==> src/rtl/frustum_cull_test_unit_defines.svh <==
// ---------------------------------------------------------------------------
// frustum cull test unit assertion macros
// Shared concurrent assertion forms, clocked on i_clk and idle in reset.
// ---------------------------------------------------------------------------
`ifndef FRUSTUM_CULL_TEST_UNIT_DEFINES_SVH
`define FRUSTUM_CULL_TEST_UNIT_DEFINES_SVH

// overlapping implication
`define FCULL_ASSERT_IMP(label, ante, cons, msg) \
    label: assert property (@(posedge i_clk) disable iff (!i_rst_n) (ante) |-> cons) \
        else $error(msg);

// next-cycle implication
`define FCULL_ASSERT_NEXT(label, ante, cons, msg) \
    label: assert property (@(posedge i_clk) disable iff (!i_rst_n) (ante) |=> cons) \
        else $error(msg);

`endif

==> src/rtl/fcull_pkg.sv <==
// ---------------------------------------------------------------------------
// fcull_pkg
// Types, widths and codes shared by the frustum cull test unit.
// ---------------------------------------------------------------------------
package fcull_pkg;

    localparam int NumPlanes = 6;
    localparam int CoordW    = 24;
    localparam int CoefW     = 12;
    localparam int DistW     = 28;
    localparam int RadW      = 23;
    localparam int CmdW      = 2;
    localparam int CfgDataW  = 64;
    localparam int CfgIdxW   = $clog2(NumPlanes);
    localparam int ProdW     = CoefW + CoordW;
    localparam int SumW      = ProdW + 4;
    // d is Q.8 and the products are Q.18
    localparam int FracShift = 10;

    // object kinds
    localparam logic [CmdW-1:0] CMD_BOX    = 2'd0;
    localparam logic [CmdW-1:0] CMD_SPHERE = 2'd1;
    localparam logic [CmdW-1:0] CMD_POINT  = 2'd2;
    localparam logic [CmdW-1:0] CMD_UNUSED = 2'd3;

    typedef logic signed [CoordW-1:0] t_coord;

    typedef struct packed {
        t_coord x;
        t_coord y;
        t_coord z;
    } t_vec;

    // layout matches the configuration word: d in the top bits, a at the bottom
    typedef struct packed {
        logic signed [DistW-1:0] d;
        logic signed [CoefW-1:0] c;
        logic signed [CoefW-1:0] b;
        logic signed [CoefW-1:0] a;
    } t_plane;

    typedef struct packed {
        logic                     en;
        logic [CfgIdxW-1:0]       index;
        logic [CfgDataW-1:0]      data;
    } t_cfg_wr;

    typedef struct packed {
        logic is_box;
        logic is_sphere;
    } t_lane_ctl;

    // corner of the box furthest along the normal on one axis;
    // other objects use the first coordinate as is
    function automatic t_coord pick_vertex(
        input logic                    is_box,
        input logic signed [CoefW-1:0] coef,
        input t_coord                  lo,
        input t_coord                  hi
    );
        logic hi_bigger;
        hi_bigger = (hi > lo);
        if (!is_box) begin
            return lo;
        end else if (!coef[CoefW-1]) begin
            return hi_bigger ? hi : lo;
        end else begin
            return hi_bigger ? lo : hi;
        end
    endfunction

endpackage

==> src/rtl/fcull_plane_lane.sv <==
// ---------------------------------------------------------------------------
// fcull_plane_lane
// Signed distance of one object against one plane, two register stages.
// ---------------------------------------------------------------------------
module fcull_plane_lane
    import fcull_pkg::*;
(
    input  logic            i_clk,
    input  t_plane          i_plane,
    input  t_lane_ctl       i_ctl,
    input  t_vec            i_lo,
    input  t_vec            i_hi,
    input  logic [RadW-1:0] i_radius,
    output logic            o_inside
);

    t_coord                  v_x, v_y, v_z;
    logic signed [SumW-1:0]  d_ext, rad_ext;
    logic signed [ProdW-1:0] n_px, n_py, n_pz;
    logic signed [SumW-1:0]  n_bias, n_sum;
    logic signed [ProdW-1:0] r_px, r_py, r_pz;
    logic signed [SumW-1:0]  r_bias, r_sum;

    // test vertex: box corner furthest inside, else the given point
    always_comb begin
        v_x = pick_vertex(i_ctl.is_box, i_plane.a, i_lo.x, i_hi.x);
        v_y = pick_vertex(i_ctl.is_box, i_plane.b, i_lo.y, i_hi.y);
        v_z = pick_vertex(i_ctl.is_box, i_plane.c, i_lo.z, i_hi.z);
    end

    // products, and d widened to Q.18 with the sphere radius folded in
    always_comb begin
        n_px    = i_plane.a * v_x;
        n_py    = i_plane.b * v_y;
        n_pz    = i_plane.c * v_z;
        d_ext   = SumW'(i_plane.d);
        rad_ext = SumW'(i_radius);
        n_bias  = (d_ext <<< FracShift)
                + (i_ctl.is_sphere ? (rad_ext <<< FracShift) : '0);
    end

    always_ff @(posedge i_clk) begin
        r_px   <= n_px;
        r_py   <= n_py;
        r_pz   <= n_pz;
        r_bias <= n_bias;
    end

    // distance sum
    assign n_sum = SumW'(r_px) + SumW'(r_py) + SumW'(r_pz) + r_bias;

    always_ff @(posedge i_clk) begin
        r_sum <= n_sum;
    end

    // strictly positive counts as inside
    assign o_inside = !r_sum[SumW-1] && (r_sum != '0);

endmodule

==> config.mk <==
export PLATFORM = sky130hd
export DESIGN_NAME = fcull_plane_lane
export DESIGN_NICKNAME = d
export VERILOG_FILES = /design/src/rtl/frustum_cull_test_unit_defines.svh /design/src/rtl/fcull_pkg.sv /design/src/rtl/fcull_plane_lane.sv
export SDC_FILE = /design/constraint.sdc
export NUM_CORES = 2
export LEC_CHECK = 0
export BUFFER_PORTS_ARGS = -buffer_cell sky130_fd_sc_hd__buf_2
export CAP_MARGIN = 20
export CORE_MARGIN = 2
export CORE_UTILIZATION = 30
export CTS_BUF_LIST = sky130_fd_sc_hd__clkbuf_4 sky130_fd_sc_hd__clkbuf_8
export CTS_CLUSTER_SIZE = 20
export DETAILED_ROUTE_END_ITERATION = 16
export GPL_TIMING_DRIVEN = 0
export PLACE_DENSITY = 0.51
export SYNTH_ARGS = -nofsm -noshare
export SYNTH_HDL_FRONTEND = slang
export SYNTH_SLANG_ARGS = --single-unit
==> constraint.sdc <==
create_clock -name i_clk -period 26 [get_ports i_clk]
set_input_delay 2.6 -clock i_clk [delete_from_list [all_inputs] [get_ports i_clk]]
set_output_delay 2.6 -clock i_clk [all_outputs]
set_load 0.005 [all_outputs]
======== Word-level counts from Yosys, hierarchy flattened ========
Index checks and enable logic that the tools add are counted.
word-level totals
  logic and storage cells ................. 31
  register bits ........................... 187
  output and inout port bits .............. 1
operators by class
  multiplexer cells ....................... 13
  magnitude comparators ................... 3
  $mul .................................... 3
  $add $sub $neg .......................... 4
  reduce and logical (&&, ||, !) cells .... 3
operators with widths
  cell                 count
  $mux W24             12
  $mul A12 B24 Y36     3
  $gt A24 B24 Y1       3
  $add A38 B39 Y40     1
  $reduce_bool A40 Y1  1
  $add A38 B34 Y39     1
  $add A37 B36 Y38     1
  $add A36 B36 Y37     1
  $mux W33             1
  $logic_and A1 B1 Y1  1
  $logic_not A1 Y1     1

======== Logic depth before layout (Yosys ltp) ========
  word-level depth ........................ 5
  gate-level depth with buffers ........... 35
  mapped depth without buffers ............ 33

======== Least setup slack after synthesis ========
OpenSTA, ideal clock, no wires.
  kind .................................... input to register
  start ................................... in i_lo[65] in the netlist's numbering
  end ..................................... reg r_px[34]
  data arrival time ....................... 10,577 ps
  stages .................................. 34
  data required time ...................... 25,873 ps
  path slack .............................. 15,296 ps
  library setup time ...................... 127 ps
  path through ............................ inv_1 > ha_1 > a21o_1 > a21o_1 > a21o_1 > a21oi_2 > o22ai_1 > a2111oi_2 > mux2_4 > mux2i_4 > buf_6 > mux2_4 > buf_6 > and2_4 > fa_1 > inv_1 > fa_1 > fa_1 > inv_1 > fa_1 > inv_1 > fa_1 > inv_1 > ha_1 > a2111oi_0 > o21ai_0 > a41o_1 > a21o_1 > o22a_1 > a31o_2 > a2111o_1 > a21oi_1 > o21ai_0 > xor2_1
between the ends
  longest elaborated chain between the ends .. 5
  elaborated cells on any way between the ends .. 6
  classes of those cells .................. 1 x mul; 1 x order compare; 4 x mux
ends and longest elaborated chain
  item                                RTL line                          RTL
  from (decl)                         fcull_plane_lane.sv:11            input t_vec i_lo,
  $gt A24 B24 Y1                      fcull_pkg.sv:62                   hi_bigger = (hi > lo);
  $mux W24, on equally long branches  fcull_pkg.sv:66, fcull_pkg.sv:68
  $mux W24                            fcull_pkg.sv:65                   end else if (!coef[CoefW-1]) begin
  $mux W24 *                          fcull_pkg.sv:63                   if (!is_box) begin
  $mul A12 B24 Y36 *                  fcull_plane_lane.sv:33            n_px = i_plane.a * v_x;
  named net n_px[34]                  fcull_plane_lane.sv:19            logic signed [ProdW-1:0] n_px, n_py, n_pz;
  to (signal assigned)                fcull_plane_lane.sv:43            r_px <= n_px;
  to (decl)                           fcull_plane_lane.sv:21            logic signed [ProdW-1:0] r_px, r_py, r_pz;
The timed path passes the listed nets; every way through them passes the cells marked *.

======== Worst setup path in the final report ========
  start ................................... in i_lo[23] in the netlist's numbering
  end ..................................... reg r_pz[33]
between the ends
  longest elaborated chain between the ends .. 5
  elaborated cells on any way between the ends .. 6
  classes of those cells .................. 1 x mul; 1 x order compare; 4 x mux
ends and longest elaborated chain
  item                                RTL line                          RTL
  $gt A24 B24 Y1                      fcull_pkg.sv:62
  $mux W24, on equally long branches  fcull_pkg.sv:66, fcull_pkg.sv:68
  $mux W24                            fcull_pkg.sv:65
  $mux W24 *                          fcull_pkg.sv:63
  $mul A12 B24 Y36 *                  fcull_plane_lane.sv:35            n_pz = i_plane.c * v_z;
  named net n_pz[33]                  fcull_plane_lane.sv:19
  to (signal assigned)                fcull_plane_lane.sv:45            r_pz <= n_pz;
  to (decl)                           fcull_plane_lane.sv:21
Marks and branches as above.

==> results_dict.tcl <==
set metrics [dict create \
    status "completed" \
    crit_slowest_cell "nor4_1" \
    fin_crit_ns 12.22 \
    numCtsBuffers 17 \
    post-cts-setup-buffers 0 \
    async_flop_share 0 \
    worst_setup_path_start_kind "input pin" \
    setup_viol 0 \
    cts_tree "yes" \
    cp-end-kind "register" \
    synth_edf_count 0 \
    hold_path.class "reg2reg" \
    hold_ws_ns 0.606 \
    grt_remaining_overflow 0 \
    cts.hold.buffers_added 0 \
    drc 0 \
    cpMostUsedCell "fa_1" \
    hold_viol 0 \
    vias 29800 \
    worst_pin_slew_ns 0.865 \
    worst_skew_pair.late_latency_ns 0.48 \
    slew_headroom 0.419 \
    final_layout_size_suffix_gt1_frac 0.0882 \
    drv_slew 0 \
    ant_nets 0 \
    dieWidth_microns 372 \
    synth_nets 5928 \
    fill_cells 14200 \
    antenna_found_initial 13 \
    hpwl_mm 97.9 \
    drv_cap 0 \
    synth_cell_types 80 \
    syn-cell-area_sq_um 40600 \
    required_ns 26.41 \
    wl_per_cell_microns 16.8 \
    slowest_delay_ns 0.71 \
    coreArea_sq_um 135000 \
    grt_max_degree 17 \
    die_h_microns 372 \
    die-area_sq_um 138000 \
    ios 235 \
    io_buffers 232 \
    cts_root_buf "clkbuf_8" \
    place.gp.congestion 0.860 \
    netlist_instances 4487 \
    clkTransAtPathRegs_ns 0.09 \
    row_count 135 \
    fin_crit_sh 0.470 \
    first_iter_violations 1414 \
    postSynthAreaPerCell_sq_um 9.06 \
    nNetsFinal 6181 \
    start_util 0.301 \
    h-tree-depth 4 \
    yosysSeqAreaShare 0.0872 \
    viasPerCell 4.55 \
    worstSetupPathType "in2reg" \
    ys.flop_type "dfxtp_1" \
    ys_ff_latch 177 \
    grt_pass1_wl_mm 174 \
    drtPass1Iterations 5 \
    grt_usage 0.163 \
    setup_tns_ns 0 \
    area_growth_pct 9.51 \
    fin_util 0.330 \
    grt_pass1_vias 31400 \
    cts_sinks 177 \
    cp.arrival_ns 12.62 \
    finClkSkew_ns 0.0177 \
    yosys_warnings 0 \
    clockBufferDepth 2 \
    path_max_fanout 10 \
    drt-total-wl_mm 110 \
    cts_resized 0 \
    rsz0062_at_grt "no" \
    max_freq_ghz 0.0818 \
]
==> cell families after synthesis <==
family,count (synthesis),share of synthesized area
flip-flops,177,0.0872
adder cells (fa/ha/maj),1207,0.527
XOR/XNOR,159,0.0343
AND/OR/NAND/NOR,1233,0.142
multiplexers,75,0.0228
buffers and inverters,1179,0.114
AO/OA/AOI/OAI,457,0.0737
==> layout by cell type (no fill, tap or decap), types with 31 or more instances in the layout <==
master,Yosys,routed
inv_1,1020,1020
fa_1,841,841
nand2_1,650,650
ha_1,366,366
buf_2,24,256
and2_1,213,213
dfxtp_1,177,177
a21oi_1,141,141
nor2_1,136,136
xnor2_1,120,120
clkbuf_1,108,108
o21ai_0,78,78
a21o_1,76,76
mux2_2,49,49
nor2b_1,45,45
xor2_1,39,39
o21a_1,31,31
==> Yosys cell counts (5+ instances only) <==
cell type | n | share of area
fa_1 | 841 | 0.41
xor2_1 | 39 | 0.0084
nand2_1 | 650 | 0.060
a21o_1 | 76 | 0.014
inv_1 | 1020 | 0.094
and3_1 | 16 | 0.0025
buf_6 | 17 | 0.0047
and2_4 | 13 | 0.0028
o21a_1 | 31 | 0.0057
nor3_1 | 25 | 0.0031
dfxtp_1 | 177 | 0.087
or2_1 | 6 | 0.00092
or2_2 | 6 | 0.00092
nor2b_1 | 45 | 0.0069
a211oi_1 | 16 | 0.0030
nor2_1 | 136 | 0.013
a21boi_0 | 5 | 0.00092
xnor2_1 | 120 | 0.026
mux2_2 | 49 | 0.014
buf_4 | 8 | 0.0015
a31oi_1 | 9 | 0.0014
nor4_1 | 10 | 0.0015
or3_1 | 10 | 0.0015
o21bai_1 | 15 | 0.0028
mux2_4 | 20 | 0.0074
a21oi_1 | 141 | 0.017
buf_2 | 24 | 0.0030
nand3_1 | 29 | 0.0036
nand2b_1 | 27 | 0.0042
and2_1 | 213 | 0.033
a31o_2 | 6 | 0.0013
mux2i_1 | 5 | 0.0012
and4_1 | 6 | 0.0013
clkbuf_1 | 108 | 0.010
nand4_1 | 27 | 0.0042
ha_1 | 366 | 0.11
o21ai_0 | 78 | 0.0096
o211ai_1 | 14 | 0.0026
==> state kept, by name (all words and copies together), names as in the netlist <==
signal,cells
r_pz,36
r_bias,29
r_sum,40
r_px,36
r_py,36
==> worst max-delay path: cells and delay by family <==
kind / cells / cell delay (ns)
adder cells (fa/ha/maj): 7 / 3.06
AO/OA/AOI/OAI: 8 / 2.69
AND/OR/NAND/NOR: 9 / 2.40
buffers and inverters: 7 / 1.15
multiplexers: 1 / 0.70
==> worst paths after layout <==
path	from	to	slack, ns	depth (start not counted)
setup reg to reg	r_pz[23]	r_sum[38]	21.50	14
setup / recovery	i_lo[23]	r_pz[33]	13.78	32
hold reg to reg	r_pz[0]	r_sum[0]	0.61	3
hold / removal	r_pz[0]	r_sum[0]	0.61	3
==> per-layer routing <==
| metal | global-route usage | part of all wire | vias to the layer above |
|---|---|---|---|
| li1 | - | - | 14100 |
| met1 | 0.212 | 0.44 | 15000 |
| met3 | 0.0168 | 0.035 | 106 |
| met4 | 0.0460 | 0.031 | 0 |
| met5 | 0 | 0 | - |
| met2 | 0.285 | 0.50 | 526 |
==> layout make-up <==
| class | instances | area, sq um | area share |
|---|---|---|---|
| multi-input cells | 3131 | 32500 | 0.730 |
| clock inverters | 14 | 204 | 0.00458 |
| plain buffers | 159 | 785 | 0.0176 |
| diodes | 3 | 7.51 | 0.000169 |
| clock buffers | 18 | 241 | 0.00543 |
| repair buffers | 234 | 1180 | 0.0266 |
| inverters | 1020 | 3830 | 0.0860 |
| well taps | 1781 | 2230 | 0.0501 |
| flip-flops and latches | 177 | 3540 | 0.0796 |
==> metrics by stage <==
stage	cell area [sq um]	cells	setup WS (ns)
after CTS	44500	6534	13.78
after detailed placement	44000	6502	13.30
after global placement	44000	6500	13.28
after floorplan	40600	4487	15.30
final	44500	6537	13.78
after global routing	44500	6535	13.20
Power is not shown: default switching activity piles up to over one toggle a cycle in this logic, so the estimate is an artifact.
