### config.mk
export PLATFORM = sky130hd
export DESIGN_NAME = fcull_plane_regs
export DESIGN_NICKNAME = d
export VERILOG_FILES = /design/src/rtl/frustum_cull_test_unit_defines.svh /design/src/rtl/fcull_pkg.sv /design/src/rtl/fcull_plane_regs.sv
export SDC_FILE = /design/constraint.sdc
export NUM_CORES = 1
export LEC_CHECK = 0
export BUFFER_PORTS_ARGS = -buffer_cell sky130_fd_sc_hd__buf_2
export CAP_MARGIN = 20
export CELL_PAD_IN_SITES_DETAIL_PLACEMENT = 1
export CELL_PAD_IN_SITES_GLOBAL_PLACEMENT = 1
export CORE_ASPECT_RATIO = 1.25
export CORE_MARGIN = 1.5
export CORE_UTILIZATION = 38
export DETAILED_ROUTE_END_ITERATION = 12
export PLACE_DENSITY_LB_ADDON = 0.1
export SLEW_MARGIN = 20
export SYNTH_ARGS = -nofsm -noshare
export SYNTH_HDL_FRONTEND = slang
export SYNTH_SLANG_ARGS = --single-unit
### constraint.sdc
create_clock -name i_clk -period 1.3 [get_ports i_clk]
set_clock_uncertainty 0.2 [all_clocks]
set_input_delay 0.195 -clock i_clk [delete_from_list [all_inputs] [get_ports i_clk]]
set_output_delay 0.195 -clock i_clk [all_outputs]
set_load 0.01 [all_outputs]
### src/rtl/frustum_cull_test_unit_defines.svh
// ---------------------------------------------------------------------------
// frustum cull test unit assertion macros
// Shared concurrent assertion forms, clocked on i_clk and idle in reset.
// ---------------------------------------------------------------------------
`ifndef FRUSTUM_CULL_TEST_UNIT_DEFINES_SVH
`define FRUSTUM_CULL_TEST_UNIT_DEFINES_SVH

// overlapping implication
`define FCULL_ASSERT_IMP(label, ante, cons, msg) \
    label: assert property (@(posedge i_clk) disable iff (!i_rst_n) (ante) |-> cons) \
        else $error(msg);

// next-cycle implication
`define FCULL_ASSERT_NEXT(label, ante, cons, msg) \
    label: assert property (@(posedge i_clk) disable iff (!i_rst_n) (ante) |=> cons) \
        else $error(msg);

`endif

### src/rtl/fcull_pkg.sv
// ---------------------------------------------------------------------------
// fcull_pkg
// Types, widths and codes shared by the frustum cull test unit.
// ---------------------------------------------------------------------------
package fcull_pkg;

    localparam int NumPlanes = 6;
    localparam int CoordW    = 24;
    localparam int CoefW     = 12;
    localparam int DistW     = 28;
    localparam int RadW      = 23;
    localparam int CmdW      = 2;
    localparam int CfgDataW  = 64;
    localparam int CfgIdxW   = $clog2(NumPlanes);
    localparam int ProdW     = CoefW + CoordW;
    localparam int SumW      = ProdW + 4;
    // d is Q.8 and the products are Q.18
    localparam int FracShift = 10;

    // object kinds
    localparam logic [CmdW-1:0] CMD_BOX    = 2'd0;
    localparam logic [CmdW-1:0] CMD_SPHERE = 2'd1;
    localparam logic [CmdW-1:0] CMD_POINT  = 2'd2;
    localparam logic [CmdW-1:0] CMD_UNUSED = 2'd3;

    typedef logic signed [CoordW-1:0] t_coord;

    typedef struct packed {
        t_coord x;
        t_coord y;
        t_coord z;
    } t_vec;

    // layout matches the configuration word: d in the top bits, a at the bottom
    typedef struct packed {
        logic signed [DistW-1:0] d;
        logic signed [CoefW-1:0] c;
        logic signed [CoefW-1:0] b;
        logic signed [CoefW-1:0] a;
    } t_plane;

    typedef struct packed {
        logic                     en;
        logic [CfgIdxW-1:0]       index;
        logic [CfgDataW-1:0]      data;
    } t_cfg_wr;

    typedef struct packed {
        logic is_box;
        logic is_sphere;
    } t_lane_ctl;

    // corner of the box furthest along the normal on one axis;
    // other objects use the first coordinate as is
    function automatic t_coord pick_vertex(
        input logic                    is_box,
        input logic signed [CoefW-1:0] coef,
        input t_coord                  lo,
        input t_coord                  hi
    );
        logic hi_bigger;
        hi_bigger = (hi > lo);
        if (!is_box) begin
            return lo;
        end else if (!coef[CoefW-1]) begin
            return hi_bigger ? hi : lo;
        end else begin
            return hi_bigger ? lo : hi;
        end
    endfunction

endpackage

### src/rtl/fcull_plane_regs.sv
// ---------------------------------------------------------------------------
// fcull_plane_regs
// The six plane registers, written through the configuration channel.
// ---------------------------------------------------------------------------
module fcull_plane_regs
    import fcull_pkg::*;
(
    input  logic    i_clk,
    input  logic    i_rst_n,
    input  t_cfg_wr i_wr,
    output t_plane  o_planes [NumPlanes]
);

    t_plane r_planes [NumPlanes];

    // indexes past the last plane are dropped
    always_ff @(posedge i_clk) begin
        for (int p = 0; p < NumPlanes; p++) begin
            if (!i_rst_n) begin
                r_planes[p] <= '0;
            end else if (i_wr.en && (i_wr.index == CfgIdxW'(p))) begin
                r_planes[p] <= t_plane'(i_wr.data);
            end
        end
    end

    assign o_planes = r_planes;

endmodule

Word-level counts from Yosys, hierarchy flattened
Index checks and enable logic that the tools add are counted.
- register bits: 384
- equality and inequality tests: 5
- reduce and logical (&&, ||, !) cells: 7
- operators with widths (cell ; number):
    $eq A3 B2 Y1 const B ; 2
    $eq A3 B3 Y1 const B ; 2
    $logic_and A1 B1 Y1 ; 6
    $eq A3 B1 Y1 const B ; 1
    $logic_not A3 Y1 ; 1

Logic depth before layout (Yosys ltp)
Gate-level depths: netlist of the first run.
- depth after elaboration: 2
- depth in mapped cells: 5
- mapped depth without buffers: 2

Least setup slack after synthesis of the first run
Ideal clock, no wire load.
- path kind: input to register
- start point: input port i_wr[64] in the netlist's numbering
- end point: register r_planes (netlist bit o_planes[320])
- arrival: 0.987 ns
- required time: 1.028 ns
- path slack: 0.042 ns
- stages: 4
- path buffers: 2
- cells stage by stage: nor4b_4 -> buf_12 -> buf_12 -> mux2i_1
- cells in the longest elaborated chain, start to end: 2
- ends and longest elaborated chain (what ; RTL line ; source):
    start, declared ; fcull_plane_regs.sv:10 ; input t_cfg_wr i_wr,
    $logic_not A3 Y1 ; fcull_plane_regs.sv:21 ; end else if (i_wr.en && (i_wr.index == CfgIdxW'(p))) begin
    $logic_and A1 B1 Y1 ; fcull_plane_regs.sv:21 ;
    end signal, assigned by index ; fcull_plane_regs.sv:22 ; r_planes[p] <= t_plane'(i_wr.data);
    end, declared ; fcull_plane_regs.sv:14 ; t_plane r_planes [NumPlanes];
Every way passes these cells.
A chain may end at the register's enable or synchronous reset.

Worst setup path in the final report of the first run
- start point: register r_planes (netlist bit o_planes[99])
- end point: output port o_planes[99] in the netlist's numbering
- RTL lines (what ; RTL line ; source):
    end, declared ; fcull_plane_regs.sv:11 ; output t_plane o_planes [NumPlanes]
No word-level cell between the ends.

==> results.json, run 1 <==
{
  "rsz0062_at_grt": "true",
  "portBuffers": 453,
  "clkTransAtPathRegs_ns": 0.06,
  "clkLatencyLatePin_ns": 0.53,
  "grt_pass1_wl_mm": 80.0,
  "slowest_stage": "dfxtp_4",
  "reg2reg_from": "o_planes[227]$_SDFFE_PN0P_",
  "drive_above_1_share_pct": 54.8,
  "finalWorstSetupSlack_ns": -0.112,
  "htreeDepth": 2,
  "routed_wl_mm": 55.2,
  "syn2layout_area_growth_pct": 64.7,
  "detail_route.wl_per_cell_microns": 21.9,
  "tightest_slew_ns": 0.360,
  "drc_errors": 0,
  "place_ws_ns": -0.311,
  "nNetsFinal": 2077,
  "core_area_sq_um": 36300,
  "hold_path.class": "in2reg",
  "fin_cells": 2515,
  "grt_usage_pct": 27.4,
  "grt_max_degree": 41,
  "placed_cells": 2257,
  "critPathMaxFanout": 2,
  "post-route-period-util_pct": 109,
  "yosys_warnings": 0,
  "drtAntennaViolNets": 0,
  "start_util_pct": 38.6,
  "crit_required_ns": 0.90,
  "chipWidth_microns": 175,
  "syn_avg_cell_area_sq_um": 10.7,
  "stdcell_area_sq_um": 23100,
  "placed_area_sq_um": 17300,
  "hold_viol": 3,
  "period_needed_ns": 1.41,
  "clockRootBuffer": "clkbuf_16",
  "cts_tree": "built",
  "slowest_delay_ns": 0.36,
  "antenna_found_initial": 0,
  "syn-num-nets": 1384,
  "crit_chain": "buf_6",
  "diodes": 0,
  "ys_ff_latch": 384,
  "p_total_mw": 26.1,
  "viasPerCell": 4.92,
  "final.setup.tns_ns": -26.70,
  "drv_cap": 0,
  "globalRouteOverflowTotal": 0,
  "p_leak_nw": 11.8,
  "slew_violations": 0,
  "start_kind": "register",
  "setup_viol": 384,
  "peakVddDrop_mv": 0.903,
  "vias": 12400,
  "rows": 78,
  "path_class": "reg2out",
  "outcome": "finished with violations",
  "worstSetupStartpoint": "o_planes[99]$_SDFFE_PN0P_",
  "cts_made_buffers": 40,
  "cp.arrival_ns": 1.02,
  "synth_cells": 1314,
  "first_global_vias": 13400,
  "die_h_microns": 218,
  "dr.pass1.iters": 4,
  "power_density_nw_per_um2": 1130,
  "yosysUniqueCellTypes": 12,
  "cts_buffer_depth": 3,
  "cts_sinks": 384,
  "post-route-util_pct": 63.6,
  "hold-worst-slack_ns": -0.0146,
  "violations": "hold timing, setup timing",
  "dp.final_hpwl_mm": 33.4,
  "ys_seq_area_share_pct": 54.9,
  "critPathBufInv": 1,
  "end_kind": "primary output",
  "relSlewSlack_pct": 75.9,
  "synth_area_sq_um": 14000,
  "crit_family": "flip-flops",
  "largest_reg_flops": 384,
  "clock.fmax_mhz": 708,
  "hp-start": "i_rst_n",
  "io_pins": 454,
  "dr.first_iter.drc_count": 395,
  "gp_congestion": 0.773,
  "die-area_sq_um": 38000
}
-- area by class of cell --
class	instances	area [sq um]
fillers	3718	13200
flip-flops and latches	384	8170
repair buffers	743	7380
multi-input cells	838	5650
clock buffers	58	1160
well taps	480	601
clock inverters	12	110
-- repair_timing --
item                                    in CTS  in global routing
setup buffers                               29                 84
endpoints found under the setup margin     384                389
hold buffers                                73                  5
endpoints found under the hold margin      383                  8
gates resized for setup                    861                  2
-- where the power goes --
| group | total [mW] | switching, mW | internal, mW | leakage (nW) |
|---|---|---|---|---|
| registers | 12.3 | 0.204 | 12.1 | 3.30 |
| logic | 2.51 | 1.24 | 1.27 | 7.84 |
| clock network | 11.3 | 4.72 | 6.58 | 0.635 |
| total | 26.1 | 6.16 | 19.9 | 11.8 |
-- cells in the final DEF, fill, tap and decap left out, types with 2 or more instances in the layout --
cell type | Yosys | final
nand4bb_4 | 0 | 3
dlygate4sd3_1 | 0 | 74
dfxtp_4 | 0 | 2
buf_12 | 7 | 27
clkbuf_8 | 0 | 7
buf_2 | 14 | 68
clkinv_2 | 0 | 10
clkbuf_1 | 31 | 10
mux2i_1 | 384 | 384
nand2_1 | 448 | 448
buf_4 | 6 | 188
dfxtp_2 | 0 | 382
nand4b_1 | 2 | 2
buf_6 | 30 | 384
clkbuf_16 | 0 | 41
bufinv_16 | 0 | 2
-- final timing paths --
check	to	slack [ns]	cells past startpoint
hold / removal	o_planes[279]$_SDFFE_PN0P_	-0.01	4
hold reg to reg	o_planes[125]$_SDFFE_PN0P_	0.27	2
setup reg to reg	o_planes[227]$_SDFFE_PN0P_	0.24	4
setup / recovery	o_planes[99]	-0.11	1
-- cell families (layout without fill, tap and decap cells) --
| family | Yosys count | in the layout | synth area share [%] |
|---|---|---|---|
| AND/OR/NAND/NOR | 454 | 454 | 12.5 |
| buffers and inverters | 92 | 813 | 5.17 |
| multiplexers | 384 | 384 | 27.4 |
| flip-flops | 384 | 384 | 54.9 |
-- per-layer routing --
layer / vias to the layer above / GRT usage (%) / wire length, microns
li1: 5711 / - / -
met1: 6070 / 28.6 / 20100
met2: 454 / 50.0 / 28300
met3: 140 / 7.25 / 3650
met4: 0 / 14.4 / 3150
met5: - / 0 / 0
-- cell usage after synthesis --
master,number,area (sq um)
buf_6,30,338
buf_1,4,15.0
nand4bb_1,3,33.8
dfxtp_1,384,7690
nand2_1,448,1680
nand4b_1,2,17.5
buf_4,6,45.0
buf_2,14,70.1
buf_12,7,140
clkbuf_1,31,116
nor4b_4,1,23.8
mux2i_1,384,3840
No activity file was read; power rests on OpenSTA's default activity.
==> run 2: changes to the inputs <==
Settings changed: CORE_UTILIZATION 38 to 41.
Clock period 1.3 ns to 1.8 ns, I/O delays scaled along.
==> run 2 against run 1 <==
The run now ends clean. Sequential share of layout area increased by 5.7 points. Total power is 30% lower. Wire length decreased by 17%. Register-to-register slack better by 0.68 ns. Non-clock buffer count shrank 180. Critical path type is now in2reg. Largest cell class unchanged.
==> results.json, run 2 (synthesis gave the netlist of run 1 again) <==
{
  "io_pins": 454,
  "core_area_sq_um": 33600,
  "seq_area_sq_um": 7690,
  "post-route-util_pct": 55.7,
  "cts_sinks": 384,
  "drc_errors": 0,
  "placed_cells": 2153,
  "nNetsFinal": 1897,
  "r2r_setup_slack_ns": 0.92,
  "peakVddDrop_mv": 0.600,
  "slowest_delay_ns": 0.56,
  "setup_viol": 0,
  "final.setup.tns_ns": 0,
  "path_class": "in2reg",
  "vias": 11300,
  "crit_family": "buffers and inverters",
  "gp_congestion": 0.764,
  "dr.pass1.iters": 4,
  "clkTransAtPathRegs_ns": 0.06,
  "critPathBufInv": 3,
  "hold_viol": 0,
  "drtAntennaViolNets": 0,
  "htreeDepth": 2,
  "clkLatencyLatePin_ns": 0.53,
  "dp.final_hpwl_mm": 32.5,
  "p_total_mw": 18.2,
  "cts_resized": 0,
  "relSlewSlack_pct": 70.2,
  "detail_route.wl_per_cell_microns": 20.2,
  "cts_tree": "built",
  "end_kind": "register",
  "slew_violations": 0,
  "antenna_found_initial": 0,
  "fin_cells": 2274,
  "grt_usage_pct": 25.6,
  "start_util_pct": 41.7,
  "tightest_slew_ns": 0.446,
  "syn2layout_area_growth_pct": 33.6,
  "layout_commonest_cell": "buf_2",
  "p_leak_nw": 10.4,
  "die_h_microns": 210,
  "power_density_nw_per_um2": 971,
  "portBuffers": 453,
  "hold_path.class": "in2reg",
  "start_kind": "primary input",
  "post-route-period-util_pct": 92.3,
  "critPathMaxFanout": 53,
  "cp.arrival_ns": 1.92,
  "dr.first_iter.drc_count": 353,
  "drv_cap": 0,
  "clockRootBuffer": "clkbuf_16",
  "cts_buffer_depth": 3,
  "slowest_stage": "dlygate4sd3_1",
  "outcome": "completed",
  "die-area_sq_um": 35300,
  "grt_pass1_wl_mm": 69.8,
  "mostFrequentLayoutCells": "buf_2, nand2_1, mux2i_1, dfxtp_1, dlygate4sd3_1",
  "largest_reg_flops": 384,
  "crit_required_ns": 2.05,
  "n_fill_cell": 3779,
  "period_needed_ns": 1.66,
  "viasPerCell": 4.95,
  "clock.fmax_mhz": 602,
  "routed_wl_mm": 45.9,
  "cts_made_buffers": 40,
  "globalRouteOverflowTotal": 0,
  "drive_above_1_share_pct": 30.7,
  "multi_input_area_sq_um": 5650,
  "rsz0062_at_grt": "false",
  "diodes": 0,
  "crit_chain": "dlygate4sd3_1 > buf_8 > buf_12 > nand2_1 > mux2i_1",
  "grt_max_degree": 54,
  "rows": 75,
  "first_global_vias": 11900,
  "chipWidth_microns": 168
}
run 2: changes by cell type in the layout (fill, tap and decap cells not counted), moves of 5 or more:
| cell | change |
|---|---|
| buf_2 | +384 |
| buf_4 | -162 |
| buf_6 | -384 |
| clkinv_2 | -5 |
| dfxtp_1 | +384 |
| dfxtp_2 | -382 |
| dlygate4sd3_1 | -19 |
run 2: final timing paths:
check / from / end / cells after the start
worst max-delay path: i_rst_n / o_planes[346]$_SDFFE_PN0P_ / 5
worst min-delay path: i_wr[33] / o_planes[161]$_SDFFE_PN0P_ / 3
worst max register to register: o_planes[278]$_SDFFE_PN0P_ / o_planes[278]$_SDFFE_PN0P_ / 2
worst min register to register: o_planes[18]$_SDFFE_PN0P_ / o_planes[18]$_SDFFE_PN0P_ / 2
run 2: area by class of cell:
type | count | area share, %
tap | 423 | 2.83
sequential | 384 | 41.1
multi-input combinational | 838 | 30.2
clock inverter | 7 | 0.341
clock buffer | 59 | 6.32
timing repair buffer | 563 | 19.3
run 2: routing by layer:
metal	vias up	GRT usage [%]	share of wire, %
met4	0	11.1	4.1
li1	5346	-	-
met3	80	7.94	7.4
met2	365	45.4	50
met5	-	0	0
met1	5462	28.1	39
run 2: worst reg2reg max path, delay by kind of cell, from the launching register on:
kind	cells	cell delay, ns
DFF	1	0.40
muxes	1	0.13
and+or+nand+nor	1	0.07
run 2: per-stage QoR:
step | hold WS, ns | setup WS, ns | area, sq um
final | 0.0171 | 0.139 | 18700
after global routing | 0.0212 | 0.0942 | 18700
after CTS | 0.0122 | 0.139 | 18700
after detailed placement | 0.247 | 0.0313 | 16900
after global placement | 0.239 | 0.133 | 16900
after floorplan | 0.279 | 0.467 | 14000
run 2: where the power goes:
| part | switching, mW | internal [mW] | total, mW |
|---|---|---|---|
| logic | 0.797 | 0.568 | 1.37 |
| clock network | 3.34 | 4.67 | 8.02 |
| registers | 0.0961 | 8.69 | 8.78 |
run 2: repair_timing:
action                    4_1_cts  5_1_grt
buffers inserted                0        0
hold buffers                   55        0
hold endpoints to repair      287        0
